--- src/hw/rtl/alm_pkg.sv ---
`timescale 1ns / 1ps
// Shared types, operation codes and helpers for the sorted alarm table.
package alm_pkg;

    localparam int HOUR_W = 5;
    localparam int MIN_W  = 6;
    localparam int SEC_W  = 6;
    localparam int KIND_W = 3;
    localparam int IDX_W  = 4;
    localparam int CNT_W  = 5;

    localparam logic [HOUR_W-1:0] HOUR_MAX = 5'd23;
    localparam logic [MIN_W-1:0]  MIN_MAX  = 6'd59;
    localparam logic [SEC_W-1:0]  SEC_MAX  = 6'd59;

    localparam logic [KIND_W-1:0] KIND_ADD   = 3'd0;
    localparam logic [KIND_W-1:0] KIND_CHECK = 3'd1;
    localparam logic [KIND_W-1:0] KIND_SET   = 3'd2;
    localparam logic [KIND_W-1:0] KIND_DEL   = 3'd3;
    localparam logic [KIND_W-1:0] KIND_READ  = 3'd4;

    typedef struct packed {
        logic [HOUR_W-1:0] hour;
        logic [MIN_W-1:0]  minute;
        logic [SEC_W-1:0]  second;
        logic              enable;
    } t_alarm;

    localparam int ENTRY_W = $bits(t_alarm);

    // hour:minute:second packed together orders like seconds of day
    typedef logic [HOUR_W+MIN_W+SEC_W-1:0] t_key;

    typedef struct packed {
        logic lt;
        logic eq;
    } t_cmp;

    function automatic t_key key_of(input t_alarm a);
        return {a.hour, a.minute, a.second};
    endfunction

    function automatic logic time_ok(input logic [HOUR_W-1:0] h,
                                     input logic [MIN_W-1:0] m,
                                     input logic [SEC_W-1:0] s);
        return (h <= HOUR_MAX) && (m <= MIN_MAX) && (s <= SEC_MAX);
    endfunction

endpackage

--- src/hw/rtl/alm_req_if.sv ---
`timescale 1ns / 1ps
// Request channel: one table operation per word.
interface alm_req_if;
    logic                       valid;
    logic                       ready;
    logic [alm_pkg::KIND_W-1:0] kind;
    logic [alm_pkg::HOUR_W-1:0] hour;
    logic [alm_pkg::MIN_W-1:0]  minute;
    logic [alm_pkg::SEC_W-1:0]  second;
    logic [alm_pkg::IDX_W-1:0]  index;
    logic                       enable_value;

    modport source (
        output valid, kind, hour, minute, second, index, enable_value,
        input  ready
    );
    modport sink (
        input  valid, kind, hour, minute, second, index, enable_value,
        output ready
    );
endinterface

--- src/hw/rtl/alm_rsp_if.sv ---
`timescale 1ns / 1ps
// Response channel: one result word per operation.
interface alm_rsp_if;
    logic                       valid;
    logic                       ready;
    logic                       success;
    logic [alm_pkg::HOUR_W-1:0] alarm_hour;
    logic [alm_pkg::MIN_W-1:0]  alarm_minute;
    logic [alm_pkg::SEC_W-1:0]  alarm_second;
    logic                       alarm_enabled;
    logic [alm_pkg::CNT_W-1:0]  entry_count;

    modport source (
        output valid, success, alarm_hour, alarm_minute, alarm_second,
               alarm_enabled, entry_count,
        input  ready
    );
    modport sink (
        input  valid, success, alarm_hour, alarm_minute, alarm_second,
               alarm_enabled, entry_count,
        output ready
    );
endinterface

--- src/hw/rtl/alm_cmp.sv ---
`timescale 1ns / 1ps
// Shared time comparator used by the scan over the table.
module alm_cmp (
    input  alm_pkg::t_key i_a,
    input  alm_pkg::t_key i_b,
    output alm_pkg::t_cmp o_res
);
    import alm_pkg::*;

    assign o_res.lt = (i_a < i_b);
    assign o_res.eq = (i_a == i_b);
endmodule

--- src/hw/rtl/alm_store.sv ---
`timescale 1ns / 1ps
// Entry memory: one write port, one registered read port.
module alm_store #(
    parameter int DEPTH = 16,
    parameter int AW    = 4
) (
    input  logic                   i_clk,
    input  logic                   i_we,
    input  logic [AW-1:0]          i_waddr,
    input  alm_pkg::t_alarm        i_wdata,
    input  logic [AW-1:0]          i_raddr,
    output alm_pkg::t_alarm        o_rdata
);
    import alm_pkg::*;

    t_alarm r_mem [DEPTH];
    t_alarm r_rdata;

    always_ff @(posedge i_clk) begin
        if (i_we) begin
            r_mem[i_waddr] <= i_wdata;
        end
        r_rdata <= r_mem[i_raddr];
    end

    assign o_rdata = r_rdata;
endmodule

--- src/hw/rtl/sorted_time_alarm_table.sv ---
`timescale 1ns / 1ps
// Sorted alarm table: sequencer, entry memory and shared comparator.
//
// Holds up to MAX_ENTRIES alarm times in ascending time order in a memory with
// one write and one read port and serves one operation at a time; the request
// side is not ready until the result word has been loaded into the output
// register, which then waits for the sink while the next request is taken.
// Every entry visit goes through the one memory read port, one entry per cycle.
// Read and set-enable visit only the indexed entry; check scans every valid
// entry; delete at index k moves each entry above k down one slot; add scans
// for a duplicate, then moves the entries from its sorted position p up one
// slot and writes the new entry at p. An add on a full table, a time out of
// range, an invalid index or an unknown kind goes straight to the result.
// Every result waits while the output register is still occupied.
// The table needs no clearing pass after reset: only entries below the count
// are ever used.
module sorted_time_alarm_table #(
    parameter int MAX_ENTRIES = 16
) (
    input  logic      i_clk,
    input  logic      i_rst_n,
    alm_req_if.sink   i_req,
    alm_rsp_if.source o_rsp
);
    import alm_pkg::*;

    localparam int CW = $clog2(MAX_ENTRIES + 1);
    localparam int AW = (MAX_ENTRIES > 1) ? $clog2(MAX_ENTRIES) : 1;
    localparam int XW = (CW > IDX_W) ? CW : IDX_W;

    localparam logic [2:0] S_IDLE  = 3'd0;
    localparam logic [2:0] S_SCAN  = 3'd1;
    localparam logic [2:0] S_SHIFT = 3'd2;
    localparam logic [2:0] S_PUT   = 3'd3;
    localparam logic [2:0] S_RMW   = 3'd4;
    localparam logic [2:0] S_RDAT  = 3'd5;
    localparam logic [2:0] S_RESP  = 3'd6;

    logic [2:0]        r_state, n_state;
    logic [CW-1:0]     r_count, n_count;
    logic              r_qv, n_qv;
    logic              r_ovalid, n_ovalid;

    logic [KIND_W-1:0] r_kind, n_kind;
    t_key              r_key, n_key;
    logic [AW-1:0]     r_idx, n_idx;
    logic              r_en, n_en;
    logic [CW-1:0]     r_ptr, n_ptr;
    logic [CW-1:0]     r_pos, n_pos;
    logic              r_dup, n_dup;
    logic [CW-1:0]     r_cnt, n_cnt;
    logic [CW-1:0]     r_src, n_src;
    logic [AW-1:0]     r_wa, n_wa;
    logic              r_up, n_up;
    logic              r_ok, n_ok;
    t_alarm            r_rd, n_rd;
    logic              r_o_ok, n_o_ok;
    t_alarm            r_o_rd, n_o_rd;
    logic [CNT_W-1:0]  r_o_cnt, n_o_cnt;

    logic              mem_we;
    logic [AW-1:0]     mem_waddr;
    t_alarm            mem_wdata;
    logic [AW-1:0]     mem_raddr;
    t_alarm            mem_q;
    t_cmp              cmp_res;

    t_key              in_key;
    logic              in_time_ok;
    logic              in_idx_ok;

    alm_store #(
        .DEPTH (MAX_ENTRIES),
        .AW    (AW)
    ) u_store (
        .i_clk   (i_clk),
        .i_we    (mem_we),
        .i_waddr (mem_waddr),
        .i_wdata (mem_wdata),
        .i_raddr (mem_raddr),
        .o_rdata (mem_q)
    );

    alm_cmp u_cmp (
        .i_a   (key_of(mem_q)),
        .i_b   (r_key),
        .o_res (cmp_res)
    );

    assign in_key     = {i_req.hour, i_req.minute, i_req.second};
    assign in_time_ok = time_ok(i_req.hour, i_req.minute, i_req.second);
    assign in_idx_ok  = XW'(i_req.index) < XW'(r_count);

    assign i_req.ready = (r_state == S_IDLE);

    always_comb begin
        n_state  = r_state;
        n_count  = r_count;
        n_qv     = r_qv;
        n_ovalid = r_ovalid;
        n_kind   = r_kind;
        n_key    = r_key;
        n_idx    = r_idx;
        n_en     = r_en;
        n_ptr    = r_ptr;
        n_pos    = r_pos;
        n_dup    = r_dup;
        n_cnt    = r_cnt;
        n_src    = r_src;
        n_wa     = r_wa;
        n_up     = r_up;
        n_ok     = r_ok;
        n_rd     = r_rd;
        n_o_ok   = r_o_ok;
        n_o_rd   = r_o_rd;
        n_o_cnt  = r_o_cnt;

        mem_we    = 1'b0;
        mem_waddr = r_wa;
        mem_wdata = mem_q;
        mem_raddr = r_ptr[AW-1:0];

        if (r_ovalid && o_rsp.ready) begin
            n_ovalid = 1'b0;
        end

        unique case (r_state)
            S_IDLE: begin
                mem_raddr = AW'(i_req.index);
                if (i_req.valid) begin
                    n_kind  = i_req.kind;
                    n_key   = in_key;
                    n_idx   = AW'(i_req.index);
                    n_en    = i_req.enable_value;
                    n_ptr   = '0;
                    n_pos   = '0;
                    n_dup   = 1'b0;
                    n_qv    = 1'b0;
                    n_ok    = 1'b0;
                    n_rd    = '0;
                    n_state = S_RESP;
                    unique case (i_req.kind)
                        KIND_ADD: begin
                            if ((r_count < CW'(MAX_ENTRIES)) && in_time_ok) begin
                                n_state = S_SCAN;
                            end
                        end
                        KIND_CHECK: begin
                            if (in_time_ok) begin
                                n_state = S_SCAN;
                            end
                        end
                        KIND_SET: begin
                            if (in_idx_ok) begin
                                n_state = S_RMW;
                            end
                        end
                        KIND_DEL: begin
                            if (in_idx_ok) begin
                                n_cnt   = CW'(XW'(r_count) - XW'(i_req.index) - XW'(1));
                                n_src   = CW'(XW'(i_req.index) + XW'(1));
                                n_up    = 1'b1;
                                n_state = S_SHIFT;
                            end
                        end
                        KIND_READ: begin
                            if (in_idx_ok) begin
                                n_state = S_RDAT;
                            end
                        end
                        default: begin
                        end
                    endcase
                end
            end
            S_SCAN: begin
                mem_raddr = r_ptr[AW-1:0];
                if (r_qv) begin
                    if (cmp_res.lt) begin
                        n_pos = r_pos + CW'(1);
                    end
                    if (cmp_res.eq) begin
                        n_dup = 1'b1;
                    end
                end
                if (r_ptr < r_count) begin
                    n_ptr = r_ptr + CW'(1);
                    n_qv  = 1'b1;
                end else begin
                    n_qv = 1'b0;
                    if (!r_qv) begin
                        if (r_kind == KIND_CHECK) begin
                            n_ok    = !r_dup;
                            n_state = S_RESP;
                        end else if (r_dup) begin
                            n_state = S_RESP;
                        end else begin
                            n_cnt   = r_count - r_pos;
                            n_src   = r_count - CW'(1);
                            n_up    = 1'b0;
                            n_state = S_SHIFT;
                        end
                    end
                end
            end
            S_SHIFT: begin
                mem_raddr = r_src[AW-1:0];
                if (r_qv) begin
                    mem_we    = 1'b1;
                    mem_waddr = r_wa;
                    mem_wdata = mem_q;
                end
                if (r_cnt != '0) begin
                    n_cnt = r_cnt - CW'(1);
                    n_qv  = 1'b1;
                    if (r_up) begin
                        n_src = r_src + CW'(1);
                        n_wa  = AW'(r_src - CW'(1));
                    end else begin
                        n_src = r_src - CW'(1);
                        n_wa  = AW'(r_src + CW'(1));
                    end
                end else begin
                    n_qv = 1'b0;
                    if (!r_qv) begin
                        if (r_up) begin
                            n_count = r_count - CW'(1);
                            n_ok    = 1'b1;
                            n_state = S_RESP;
                        end else begin
                            n_state = S_PUT;
                        end
                    end
                end
            end
            S_PUT: begin
                mem_we           = 1'b1;
                mem_waddr        = r_pos[AW-1:0];
                mem_wdata.hour   = r_key[HOUR_W+MIN_W+SEC_W-1:MIN_W+SEC_W];
                mem_wdata.minute = r_key[MIN_W+SEC_W-1:SEC_W];
                mem_wdata.second = r_key[SEC_W-1:0];
                mem_wdata.enable = 1'b0;
                n_count          = r_count + CW'(1);
                n_ok             = 1'b1;
                n_state          = S_RESP;
            end
            S_RMW: begin
                mem_we           = 1'b1;
                mem_waddr        = r_idx;
                mem_wdata        = mem_q;
                mem_wdata.enable = r_en;
                n_state          = S_RESP;
            end
            S_RDAT: begin
                n_rd    = mem_q;
                n_state = S_RESP;
            end
            S_RESP: begin
                if (!r_ovalid || o_rsp.ready) begin
                    n_ovalid = 1'b1;
                    n_o_ok   = r_ok;
                    n_o_rd   = r_rd;
                    n_o_cnt  = CNT_W'(r_count);
                    n_state  = S_IDLE;
                end
            end
            default: begin
                n_state = S_IDLE;
            end
        endcase
    end

    always_ff @(posedge i_clk) begin
        if (!i_rst_n) begin
            r_state  <= S_IDLE;
            r_count  <= '0;
            r_qv     <= 1'b0;
            r_ovalid <= 1'b0;
        end else begin
            r_state  <= n_state;
            r_count  <= n_count;
            r_qv     <= n_qv;
            r_ovalid <= n_ovalid;
        end
    end

    always_ff @(posedge i_clk) begin
        r_kind  <= n_kind;
        r_key   <= n_key;
        r_idx   <= n_idx;
        r_en    <= n_en;
        r_ptr   <= n_ptr;
        r_pos   <= n_pos;
        r_dup   <= n_dup;
        r_cnt   <= n_cnt;
        r_src   <= n_src;
        r_wa    <= n_wa;
        r_up    <= n_up;
        r_ok    <= n_ok;
        r_rd    <= n_rd;
        r_o_ok  <= n_o_ok;
        r_o_rd  <= n_o_rd;
        r_o_cnt <= n_o_cnt;
    end

    assign o_rsp.valid         = r_ovalid;
    assign o_rsp.success       = r_o_ok;
    assign o_rsp.alarm_hour    = r_o_rd.hour;
    assign o_rsp.alarm_minute  = r_o_rd.minute;
    assign o_rsp.alarm_second  = r_o_rd.second;
    assign o_rsp.alarm_enabled = r_o_rd.enable;
    assign o_rsp.entry_count   = r_o_cnt;
endmodule

--- src/flat_wrapper.sv ---
// flat-port wrapper written by rule: the top's interface ports become plain ports
module sorted_time_alarm_table_flat import alm_pkg::*;
#(
    parameter int MAX_ENTRIES = 16
)
  (i_clk, i_rst_n, i_req_valid, i_req_kind, i_req_hour, i_req_minute, i_req_second, i_req_index, i_req_enable_value, i_req_ready, o_rsp_valid, o_rsp_success, o_rsp_alarm_hour, o_rsp_alarm_minute, o_rsp_alarm_second, o_rsp_alarm_enabled, o_rsp_entry_count, o_rsp_ready);
  alm_req_if i_req_i ();
  alm_rsp_if o_rsp_i ();
  input  logic i_clk;
  input  logic i_rst_n;
  input wire logic [$bits(i_req_i.valid)-1:0] i_req_valid;
  input wire logic [$bits(i_req_i.kind)-1:0] i_req_kind;
  input wire logic [$bits(i_req_i.hour)-1:0] i_req_hour;
  input wire logic [$bits(i_req_i.minute)-1:0] i_req_minute;
  input wire logic [$bits(i_req_i.second)-1:0] i_req_second;
  input wire logic [$bits(i_req_i.index)-1:0] i_req_index;
  input wire logic [$bits(i_req_i.enable_value)-1:0] i_req_enable_value;
  output wire logic [$bits(i_req_i.ready)-1:0] i_req_ready;
  output wire logic [$bits(o_rsp_i.valid)-1:0] o_rsp_valid;
  output wire logic [$bits(o_rsp_i.success)-1:0] o_rsp_success;
  output wire logic [$bits(o_rsp_i.alarm_hour)-1:0] o_rsp_alarm_hour;
  output wire logic [$bits(o_rsp_i.alarm_minute)-1:0] o_rsp_alarm_minute;
  output wire logic [$bits(o_rsp_i.alarm_second)-1:0] o_rsp_alarm_second;
  output wire logic [$bits(o_rsp_i.alarm_enabled)-1:0] o_rsp_alarm_enabled;
  output wire logic [$bits(o_rsp_i.entry_count)-1:0] o_rsp_entry_count;
  input wire logic [$bits(o_rsp_i.ready)-1:0] o_rsp_ready;
  assign i_req_i.valid = i_req_valid;
  assign i_req_i.kind = i_req_kind;
  assign i_req_i.hour = i_req_hour;
  assign i_req_i.minute = i_req_minute;
  assign i_req_i.second = i_req_second;
  assign i_req_i.index = i_req_index;
  assign i_req_i.enable_value = i_req_enable_value;
  assign i_req_ready = i_req_i.ready;
  assign o_rsp_valid = o_rsp_i.valid;
  assign o_rsp_success = o_rsp_i.success;
  assign o_rsp_alarm_hour = o_rsp_i.alarm_hour;
  assign o_rsp_alarm_minute = o_rsp_i.alarm_minute;
  assign o_rsp_alarm_second = o_rsp_i.alarm_second;
  assign o_rsp_alarm_enabled = o_rsp_i.alarm_enabled;
  assign o_rsp_entry_count = o_rsp_i.entry_count;
  assign o_rsp_i.ready = o_rsp_ready;
  sorted_time_alarm_table #(.MAX_ENTRIES(MAX_ENTRIES)) u_core (.i_clk(i_clk), .i_rst_n(i_rst_n), .i_req(i_req_i), .o_rsp(o_rsp_i));
endmodule
--- config.mk ---
export PLATFORM = sky130hd
export DESIGN_NAME = sorted_time_alarm_table_flat
export DESIGN_NICKNAME = d
export VERILOG_FILES = /design/src/hw/rtl/alm_pkg.sv /design/src/hw/rtl/alm_req_if.sv /design/src/hw/rtl/alm_rsp_if.sv /design/src/hw/rtl/alm_cmp.sv /design/src/hw/rtl/alm_store.sv /design/src/hw/rtl/sorted_time_alarm_table.sv /design/src/flat_wrapper.sv
export SDC_FILE = /design/constraint.sdc
export NUM_CORES = 1
export LEC_CHECK = 0
export BUFFER_PORTS_ARGS = -buffer_cell sky130_fd_sc_hd__buf_2
export CORE_MARGIN = 8
export CORE_UTILIZATION = 45
export CTS_BUF_LIST = sky130_fd_sc_hd__clkbuf_4
export DETAILED_ROUTE_END_ITERATION = 12
export HOLD_SLACK_MARGIN = 0.1
export PLACE_DENSITY = 0.62
export SETUP_SLACK_MARGIN = 0.5
export SKIP_CTS_REPAIR_TIMING = 1
export SLEW_MARGIN = 10
export SYNTH_ARGS = -nofsm -noshare
export SYNTH_HDL_FRONTEND = slang
export SYNTH_HIERARCHICAL = 1
export SYNTH_SLANG_ARGS = --single-unit
--- constraint.sdc ---
create_clock -name i_clk -period 4.6 [get_ports i_clk]
set_input_delay 0.69 -clock i_clk [delete_from_list [all_inputs] [get_ports i_clk]]
set_output_delay 0.69 -clock i_clk [all_outputs]
set_load 0.02 [all_outputs]
======== After elaboration in Yosys (flattened, before gate mapping) ========
Memories as Yosys holds them, arrays and structs flattened. A register that Yosys moved wholly into a read port is not among the register bits.
Index checks and enable logic that the tools add are counted.
word-level totals
  register bits after elaboration ......... 104
  memory bits (writable) .................. 288
  memories kept ........................... 1
memory list
  memory                words  bits a word  read ports  clocked after memory_dff  wr ports  line             text
  u_core.u_store.r_mem  16     18           1           1                         1         alm_store.sv:16  t_alarm r_mem [DEPTH];
cells by class
  $add $sub $neg .......................... 11
  magnitude comparators ................... 7
  equality and inequality tests ........... 29
  mux-type cells .......................... 80
  reductions and logical operators ........ 30
operators with widths
  operator             count
  $mux 5               24
  $pmux 18 s2          2
  $mux 3               12
  $pmux 3 s5           2
  $pmux 5 s2           3
  $pmux 5 s3           2
  $mux 1               24
  $add 5x1->5 const B  4
  $ne 2x1->1 const B   10
  $sub 5x1->5 const B  4
  $mux 18              1
  $eq 17x17->1         1
  $lt 17x17->1         1
  $pmux 4 s2           2
  $reduce_and 8->1     2
  $ne 2x2->1 const B   7
  $eq 3x2->1 const B   4
  $eq 3x3->1 const B   4
  $le 6x6->1 const B   2
  $reduce_and 4->1     3
  $reduce_and 2->1     5
  $eq 3x1->1 const B   3
  $reduce_and 9->1     1
  $logic_not 3->1      2
  other kinds (23)     32

======== Depth between registers and ports, before layout ========
Gate-level depths: netlist of run 1.
  depth in word-level cells ............... 8
  gate-level depth with buffers ........... 10
  mapped depth without buffers ............ 9

======== By module ========
Netlist of run 1, hierarchy kept.
modules (own cells, without submodules)
  module                   instances  cells each  area an instance (µm²)  sequential area each (µm²)
  alm_store                1          482         11,323.4                9,008.6
  sorted_time_alarm_table  1          478         5,328.9                 2,992.9
  alm_cmp                  1          60          444.2                   0.0

======== Worst setup path before layout of run 1 ========
Ideal clock, no wire load.
  path kind ............................... input port to flip-flop
  start ................................... input port i_req_index[1]
  end ..................................... register u_core.r_cnt[0] (enable)
  setup time .............................. 427 ps
  arrival ................................. 3,277 ps
  data required time ...................... 4,173 ps
  slack ................................... 896 ps
  cell stages on the path ................. 7
  path buffers ............................ 0
  cells stage by stage .................... inv_1 > ha_1 > nor2b_1 > o2111a_1 > nor3_1 > o22ai_1 > a2111oi_0
on the way
  word-level cells in the longest chain between the ends .. 3
ends and longest elaborated chain
  element                     line                            text
  start: declaration          flat_wrapper.sv:16              input wire logic [$bits(i_req_i.index)-1:0] i_req_index;
  $lt 4x5->1                  sorted_time_alarm_table.sv:92   assign in_idx_ok = XW'(i_req.index) < XW'(r_count);
  $ne 2x1->1 (no line)        -
  $reduce_and 9->1 (no line)  -
  end signal: assignment      sorted_time_alarm_table.sv:295  r_cnt <= n_cnt;
  end: declaration            sorted_time_alarm_table.sv:51   logic [CW-1:0] r_cnt, n_cnt;
No other way between the ends.
A chain may end at the register's enable or synchronous reset.

======== Final worst setup path of run 1 ========
  start ................................... register u_core.r_state[2]
  end ..................................... register u_core/u_store/o_rdata[6] (netlist name)
on the way
  word-level cells in the longest chain between the ends .. 2
  elaborated cells between the ends (all ways) .. 3
  classes of those cells .................. eq/ne (1); mux (1); reduce/logical (1)
ends and longest elaborated chain
  element                                               line                            text
  start: declaration                                    sorted_time_alarm_table.sv:39   logic [2:0] r_state, n_state;
  start signal: assignment                              sorted_time_alarm_table.sv:280  r_state <= n_state;
  $eq 3x2->1 / $logic_not 3->1 (equally long branches)  sorted_time_alarm_table.sv:127  unique case (r_state)
  $pmux 4 s2 (*)                                        sorted_time_alarm_table.sv:127
  via u_core.mem_raddr[0]                               sorted_time_alarm_table.sv:64   logic [AW-1:0] mem_raddr;
The timed path passes the listed nets; every way through them passes the cells marked *.

==> Flow_metrics.wiki, run 1 <==
{| class="wikitable"
! Metric !! Value
|-
| Setup slack of the most critical reg-to-reg path || roughly 1.1 ns
|-
| Detailed-route via count || slightly below 10k
|-
| EDFF count, synth || 381
|-
| Endpoint class of the critical path || flop
|-
| Status || finished, final reports clean
|-
| Buffers on Ports || 54
|-
| Upper clock frequency limit || 285 MHz
|-
| Maximum level of the CTS H-tree || 3
|-
| Maximum net fanout on the critical path || 22
|-
| Worst Skew || 0.0859 ns
|-
| Number of filler instances in the final layout || 3062
|-
| Fraction of final layout cells sized beyond drive strength 1 || 27.1%
|-
| Path category of the worst min-delay check || input port to flop
|-
| Vias per Instance || about 5.4
|-
| Die width || between 200 and 250 um
|-
| Die area || 44500 um2
|-
| Global-route wire length before repair || 57900 um
|-
| Placeable core area || between 30000 and 40000 um2
|-
| Syn Std Cell Area || around 17000 um2
|-
| Routability congestion estimate from global placement || 0.829
|-
| Setup TNS Final || 0 ns
|-
| Post-synthesis area per instance || approximately 17 um2
|-
| Synth-to-layout area growth || 15.0%
|-
| DRC || 0
|-
| Worst hold path depth || 1
|-
| Power density normalized to cell area || 692 nW/um2
|-
| Via count of the first global-routing pass || 9570
|-
| Synth unique cells || 65
|-
| Number of design-rule violations left by the first detailed-router iteration || between 700 and 800
|-
| Detail-routed net length per standard cell || 21.5 um
|-
| Warning count from the yosys run || 6
|-
| Synthesized instance count || 1020
|-
| Overflow left after global routing || 0
|-
| Die height || about 210 um
|-
| First drt pass iteration count || 7
|-
| Prevailing post-synth register cell || sky130_fd_sc_hd__edfxtp_1
|-
| Crit Path Class || flop to flop
|-
| Number of maximum-capacitance violations || 0
|-
| Final max-slew violation count || 0
|-
| Setup violations, final || 0
|-
| Relative slew slack || 17.5%
|-
| Post-route clock period utilization || roughly three quarters
|-
| CTS Buf Count || approximately 100
|-
| Total number of placement rows || 71
|-
| Overall global routing resource usage || 17.3%
|-
| Number of cells traversed by the worst register-to-register path || 8
|-
| Post-DP HPWL || around 24000 um
|-
| Largest net degree at the start of global routing || 52
|-
| Net total in the final layout || 1253
|-
| Worst Path Required || 5.25 ns
|-
| Pin slew with the least headroom to its limit || 1.24 ns
|-
| Final Hold Slack || 0.193 ns
|-
| Number of antenna violations at the first check in global routing || 2
|-
| Count of clock tree sinks || 409
|-
| Initial core utilization || 45.5%
|-
| Setup repair after global routing missed its margin || no
|-
| Total detailed-routing wirelength || 38400 um
|-
| Leak Pwr || 0.00714 uW
|-
| Number of routed nets with antenna violations || 0
|-
| Final critical delay including setup and external delays || 3.51 ns
|-
| Number of buffers on the longest clock path || 3
|-
| CP startpoint kind || flop
|-
| Net count after synthesis || 1091
|-
| Worst endpoint data arrival time || 4.16 ns
|-
| CTS Root Cell || sky130_fd_sc_hd__clkbuf_4
|-
| Peak ir drop on the vdd network || around 390 uV
|-
| Worst-path clk slew || 0.07 ns
|-
| Worst skew pair latency || 0.81 ns
|-
| Total count of hold-check failures in the final report || 0
|-
| FFs w/ async S/R, synth || 0%
|-
| Clock tree from TritonCTS || yes
|-
| Io pins || 55
|-
| Sequential element share of the synthesized area || 70.2%
|-
| Count of state elements after synthesis || 409
|}
## layer usage
| metal | vias up | part of all wire (%) | track usage, % |
|---|---|---|---|
| met3 | 50 | 7.2 | 4.23 |
| met4 | 0 | 1.7 | 5.65 |
| met1 | 4864 | 45 | 24.6 |
| met2 | 350 | 46 | 25.8 |
| li1 | 4402 | - | - |
| met5 | - | 0 | 0 |
## cells in the final DEF (no fill, tap or decap), drive strengths merged, types with 3 or more instances in the layout
master / synthesis / final
a211oi: 6 / 6
a21o: 6 / 6
a21oi: 25 / 25
a22oi: 38 / 38
a31oi: 4 / 4
and2: 4 / 4
and3: 20 / 20
buf: 28 / 85
clkbuf: 18 / 163
clkinv: 0 / 21
dfxtp: 28 / 28
dlygate4sd3: 0 / 19
edfxtp: 381 / 381
ha: 40 / 40
inv: 43 / 46
mux2i: 9 / 9
mux4: 72 / 72
nand2: 93 / 93
nand2b: 9 / 9
nand3: 11 / 11
nand3b: 6 / 6
nand4: 8 / 8
nor2: 56 / 56
nor2b: 7 / 7
nor3: 15 / 15
o21ai: 14 / 14
o221ai: 6 / 6
o22ai: 7 / 7
or3: 3 / 3
or3b: 3 / 3
xnor2: 21 / 21
xor2: 9 / 9
## stage by stage
step	area, um2	std cells	utilization (%)	power, uW	setup WS [ns]
finish	19700	1781	52.3	13600	1.09
global route	19700	1781	52.3	14400	0.836
CTS	19500	1760	51.8	13700	1.06
detailed placement	18100	1570	48.1	10600	1.06
global placement	18100	1570	48.1	10500	1.12
floorplan	17100	1020	-	9000	0.896
## power breakdown
part           total, uW  internal (uW)  switching (uW)  leakage (uW)
clock network       3110           1670            1440      0.000828
registers           5630           5230             392       0.00372
logic               4860           1880            2980       0.00260
## layout make-up
cell class              count  area (um2)  area share (%)
clock buffers             163        1220            6.22
clock inverters            27         164           0.834
diodes                      2        5.00          0.0255
repair buffers            104         718            3.65
multi-input cells         522        4740            24.1
well taps                 511         639            3.25
inverters                  43         164           0.834
flip-flops and latches    409       12000            61.0
## Yosys cell counts (all sizes together) (11+ instances only)
| library cell | count | area share, % |
|---|---|---|
| a21oi | 25 | 0.73 |
| a22oi | 38 | 1.7 |
| and3 | 20 | 0.73 |
| buf | 28 | 1.2 |
| clkbuf | 18 | 0.40 |
| dfxtp | 28 | 3.3 |
| edfxtp | 381 | 67 |
| ha | 40 | 2.9 |
| inv | 43 | 0.96 |
| mux4 | 72 | 10 |
| nand2 | 93 | 2.0 |
| nand3 | 11 | 0.32 |
| nor2 | 56 | 1.2 |
| nor3 | 15 | 0.44 |
| o21ai | 14 | 0.41 |
| xnor2 | 21 | 1.1 |
## kinds of logic after synthesis
kind of cell | Yosys count | synth area share (%)
DFF | 409 | 70.2
and+or+nand+nor | 244 | 7.00
buffers and inverters | 89 | 2.55
AOI/OAI and AO/OA | 125 | 5.06
xor gates and xnor gates | 30 | 1.54
adders and majority gates | 42 | 3.16
muxes | 81 | 10.5
## worst paths after layout
path | to | start
setup reg to reg | u_core/u_store/o_rdata[6] | u_core/r_state[2]
setup / recovery | u_core/u_store/o_rdata[6] | u_core/r_state[2]
hold reg to reg | u_core/o_rsp.alarm_second[5] | u_core/r_rd[6]
hold / removal | u_core/r_kind[0] | i_req_kind[0]
## critical path, cell delays in order (launching register included)
cell and delay, ns:
sky130_fd_sc_hd__dfxtp_1 0.30, sky130_fd_sc_hd__buf_4 0.19, sky130_fd_sc_hd__nor2_1 0.58, sky130_fd_sc_hd__nor2_1 0.16
sky130_fd_sc_hd__a21oi_4 0.55, sky130_fd_sc_hd__buf_4 0.48, sky130_fd_sc_hd__mux4_2 0.55, sky130_fd_sc_hd__a22oi_1 0.45
sky130_fd_sc_hd__nand2_1 0.09
## sequential cells by signal, indices dropped and copies added, names as in the netlist, 3 cells and up
signal                     cells
u_core/o_rsp.alarm_hour        5
u_core/r_count                 5
u_core/o_rsp.alarm_minute      6
u_core/r_pos                   5
u_core/u_store/r_mem         288
u_core/r_kind                  3
u_core/r_wa                    4
u_core/r_key                  17
u_core/r_state                 3
u_core/r_cnt                   5
u_core/r_src                   4
u_core/o_rsp.entry_count       5
u_core/r_idx                   4
u_core/r_ptr                   5
u_core/u_store/o_rdata        18
u_core/r_rd                   18
u_core/o_rsp.alarm_second      6
Note: power is estimated with default switching activity, not from simulation.
==> run 2: changes to the inputs <==
--- a/config.mk
+++ b/config.mk
@@ -11,7 +11,7 @@
 export CTS_BUF_LIST = sky130_fd_sc_hd__clkbuf_4
 export DETAILED_ROUTE_END_ITERATION = 12
 export HOLD_SLACK_MARGIN = 0.1
-export PLACE_DENSITY = 0.62
+export PLACE_DENSITY = 0.64
 export SETUP_SLACK_MARGIN = 0.5
 export SKIP_CTS_REPAIR_TIMING = 1
 export SLEW_MARGIN = 10
==> constraint.sdc (replaced) <==
create_clock -name i_clk -period 3.1 [get_ports i_clk]
set_input_delay 0.465 -clock i_clk [delete_from_list [all_inputs] [get_ports i_clk]]
set_output_delay 0.465 -clock i_clk [all_outputs]
set_load 0.02 [all_outputs]
==> run 2 against run 1 <==
  * Power grew 52%
  * Sequential power grew 48%
  * Die area stayed put
  * Largest power group unchanged
  * Highest routed layer unchanged
  * Critical endpoint is now u_core/u_store/r_mem[0][4]
  * Critical path type unchanged
==> Flow_metrics.wiki, run 2 (synthesis gave the netlist of run 1 again) <==
{| class="wikitable"
! Metric !! Value
|-
| CTS Root Cell || sky130_fd_sc_hd__clkbuf_4
|-
| Number of cells traversed by the worst register-to-register path || 7
|-
| Number of routed nets with antenna violations || 0
|-
| Number of flip-flops in the largest register || 288
|-
| CTS Buf Count || 102
|-
| Count of clock tree sinks || 409
|-
| Combinational cell fraction of total power || a little under two fifths
|-
| Most used cells in the layout excluding fill and tap cells || sky130_fd_sc_hd__edfxtp_1, sky130_fd_sc_hd__clkbuf_4, sky130_fd_sc_hd__nand2_1, sky130_fd_sc_hd__buf_2, sky130_fd_sc_hd__buf_4
|-
| Final critical delay including setup and external delays || 2.48 ns
|-
| Worst skew pair latency || 0.81 ns
|-
| Post-DP HPWL || 25100 um
|-
| Switching component of the power || 7240 uW
|-
| Peak ir drop on the vdd network || ~450 uV
|-
| Status || finished, final reports clean
|-
| Vias per Instance || 5.46
|-
| Worst endpoint data arrival time || 2.95 ns
|-
| Internal Pwr Total || around 13000 uW
|-
| Total number of placement rows || 71
|-
| Worst Skew || around 0.068 ns
|-
| Maximum net fanout on the critical path || 18
|-
| Reg with most FFs || u_core/u_store/r_mem
|-
| Worst-path clk slew || around 0.060 ns
|-
| Overall global routing resource usage || ~18%
|-
| Slowest cell on the critical path || sky130_fd_sc_hd__or3b_2
|-
| Upper clock frequency limit || between 400 and 500 MHz
|-
| Worst hold path depth || 3
|-
| Buffers on Ports || 54
|-
| Total detailed-routing wirelength || roughly 40000 um
|-
| Endpoint of the most critical register-to-register path || u_core/u_store/r_mem[0][4]
|-
| Detail-routed net length per standard cell || 21.8 um
|-
| Final max-slew violation count || 0
|-
| Share of total power in the clock network || between 20% and 30%
|-
| Startpoint of the tightest hold check path || i_req_valid
|-
| Relative slew slack || a little over a fifth
|-
| Crit Path Class || flop to flop
|-
| Total count of hold-check failures in the final report || 0
|-
| Clock tree from TritonCTS || yes
|-
| Setup TNS Final || 0 ns
|-
| Overflow left after global routing || 0
|-
| Placeable core area || 37600 um2
|-
| Routability congestion estimate from global placement || 0.826
|-
| CP startpoint kind || flop
|-
| Pin slew with the least headroom to its limit || 1.18 ns
|-
| Number of maximum-capacitance violations || 0
|-
| Worst Path Required || 3.57 ns
|-
| Switching Share || 35.1%
|-
| Setup repair after global routing missed its margin || yes
|-
| Initial core utilization || 45.5%
|-
| Number of design-rule violations left by the first detailed-router iteration || 822
|-
| Peak per-stage delay on the critical path || 0.62 ns
|-
| Power density normalized to cell area || 1020 nW/um2
|-
| DRC || 0
|-
| Die width || 211 um
|-
| Total chip power || 20600 uW
|-
| Largest net degree at the start of global routing || 73
|-
| Sequential fraction of design power || 40.5%
|-
| Number of antenna violations at the first check in global routing || 1
|-
| Synth-to-layout area growth || 18.6%
|-
| Die area || 44500 um2
|-
| Path category of the worst min-delay check || input port to flop
|-
| Maximum level of the CTS H-tree || 3
|-
| Fraction of final layout cells sized beyond drive strength 1 || between 20% and 30%
|-
| Number of filler instances in the final layout || 3005
|-
| Setup violations, final || 0
|-
| Number of buffers on the longest clock path || 3
|-
| Endpoint class of the critical path || flop
|-
| Net total in the final layout || roughly 1.3k
|-
| Setup slack of the most critical reg-to-reg path || 0.62 ns
|-
| Detailed-route via count || 9967
|-
| Combined area of the multi-input logic cells || 4850 um2
|-
| Critical path cell sequence || nor2b_1 > nand2b_1 > o22ai_1 > a21oi_1 > or3b_2 > nor3_4 > buf_8
|-
| Global-route wire length before repair || 58900 um
|-
| Post-route clock period utilization || 80.1%
|-
| Leading cell type in the layout, fill and taps excluded || sky130_fd_sc_hd__edfxtp_1
|-
| First drt pass iteration count || 5
|-
| Die height || 211 um
|-
| Via count of the first global-routing pass || 9924
|-
| Io pins || 55
|-
| End point of the worst hold path || u_core/r_dup
|-
| Startpoint of the lowest-slack register-to-register path || u_core/r_state[2]
|-
| Leak Pwr || 0.00742 uW
|-
| Flip-flop and latch area || 12000 um2
|}
## run 2: how the worst max path moves through the flow
stage                                 start                          end  slack, ns  cells past startpoint
after floorplan           u_core/r_state[0]  u_core/u_store/r_mem[12][0]       0.35                      8
after global placement       i_req_index[1]              u_core/r_cnt[3]       0.47                      9
after detailed placement  u_core/r_state[0]   u_core/u_store/r_mem[7][8]       0.41                      7
after CTS                 u_core/r_state[2]   u_core/u_store/r_mem[7][1]       0.37                      7
after global routing      u_core/r_state[2]   u_core/u_store/r_mem[0][4]       0.45                      7
final                     u_core/r_state[2]   u_core/u_store/r_mem[0][4]       0.62                      7
## run 2: area by class of cell
| cell class | count | share of cell area (%) |
|---|---|---|
| clock buffers | 159 | 5.89 |
| well taps | 511 | 3.15 |
| repair buffers | 149 | 6.09 |
| multi-input cells | 522 | 23.9 |
| flip-flops and latches | 409 | 59.2 |
| diodes | 1 | 0.0123 |
| clock inverters | 33 | 0.907 |
| inverters | 43 | 0.808 |
## run 2: through the flow
stage	setup WS (ns)	util, %	cells	area [um2]	hold slack, ns
final	0.617	54.0	1827	20300	0.187
after global routing	0.445	54.0	1827	20300	0.119
after CTS	0.368	52.7	1786	19800	-0.230
after detailed placement	0.407	49.1	1594	18400	0.405
after global placement	0.469	49.1	1594	18400	0.400
after floorplan	0.346	-	1020	17200	0.400
## run 2: worst max-delay path: cells and delay by family (launching register included)
family / cells / cell delay, ns
AND/OR/NAND/NOR: 4 / 1.19
flip-flops: 1 / 0.45
AO/OA/AOI/OAI: 2 / 0.28
buffers and inverters: 1 / 0.22
## run 2: routing by layer
| layer | global-route usage, % | routed length [um] |
|---|---|---|
| met5 | 0 | 0 |
| met4 | 6.37 | 783 |
| met3 | 4.01 | 3060 |
| met2 | 26.5 | 18300 |
| met1 | 24.8 | 17700 |
## run 2: power by group through the flow
stage	Clock (uW)	Sequential, uW	Combinational (uW)
after floorplan	0	8180	5340
after detailed placement	0	8440	7450
after global routing	5000	8420	8310
after global placement	0	8430	7310
after CTS	4730	8330	7480
final	4590	8340	7680
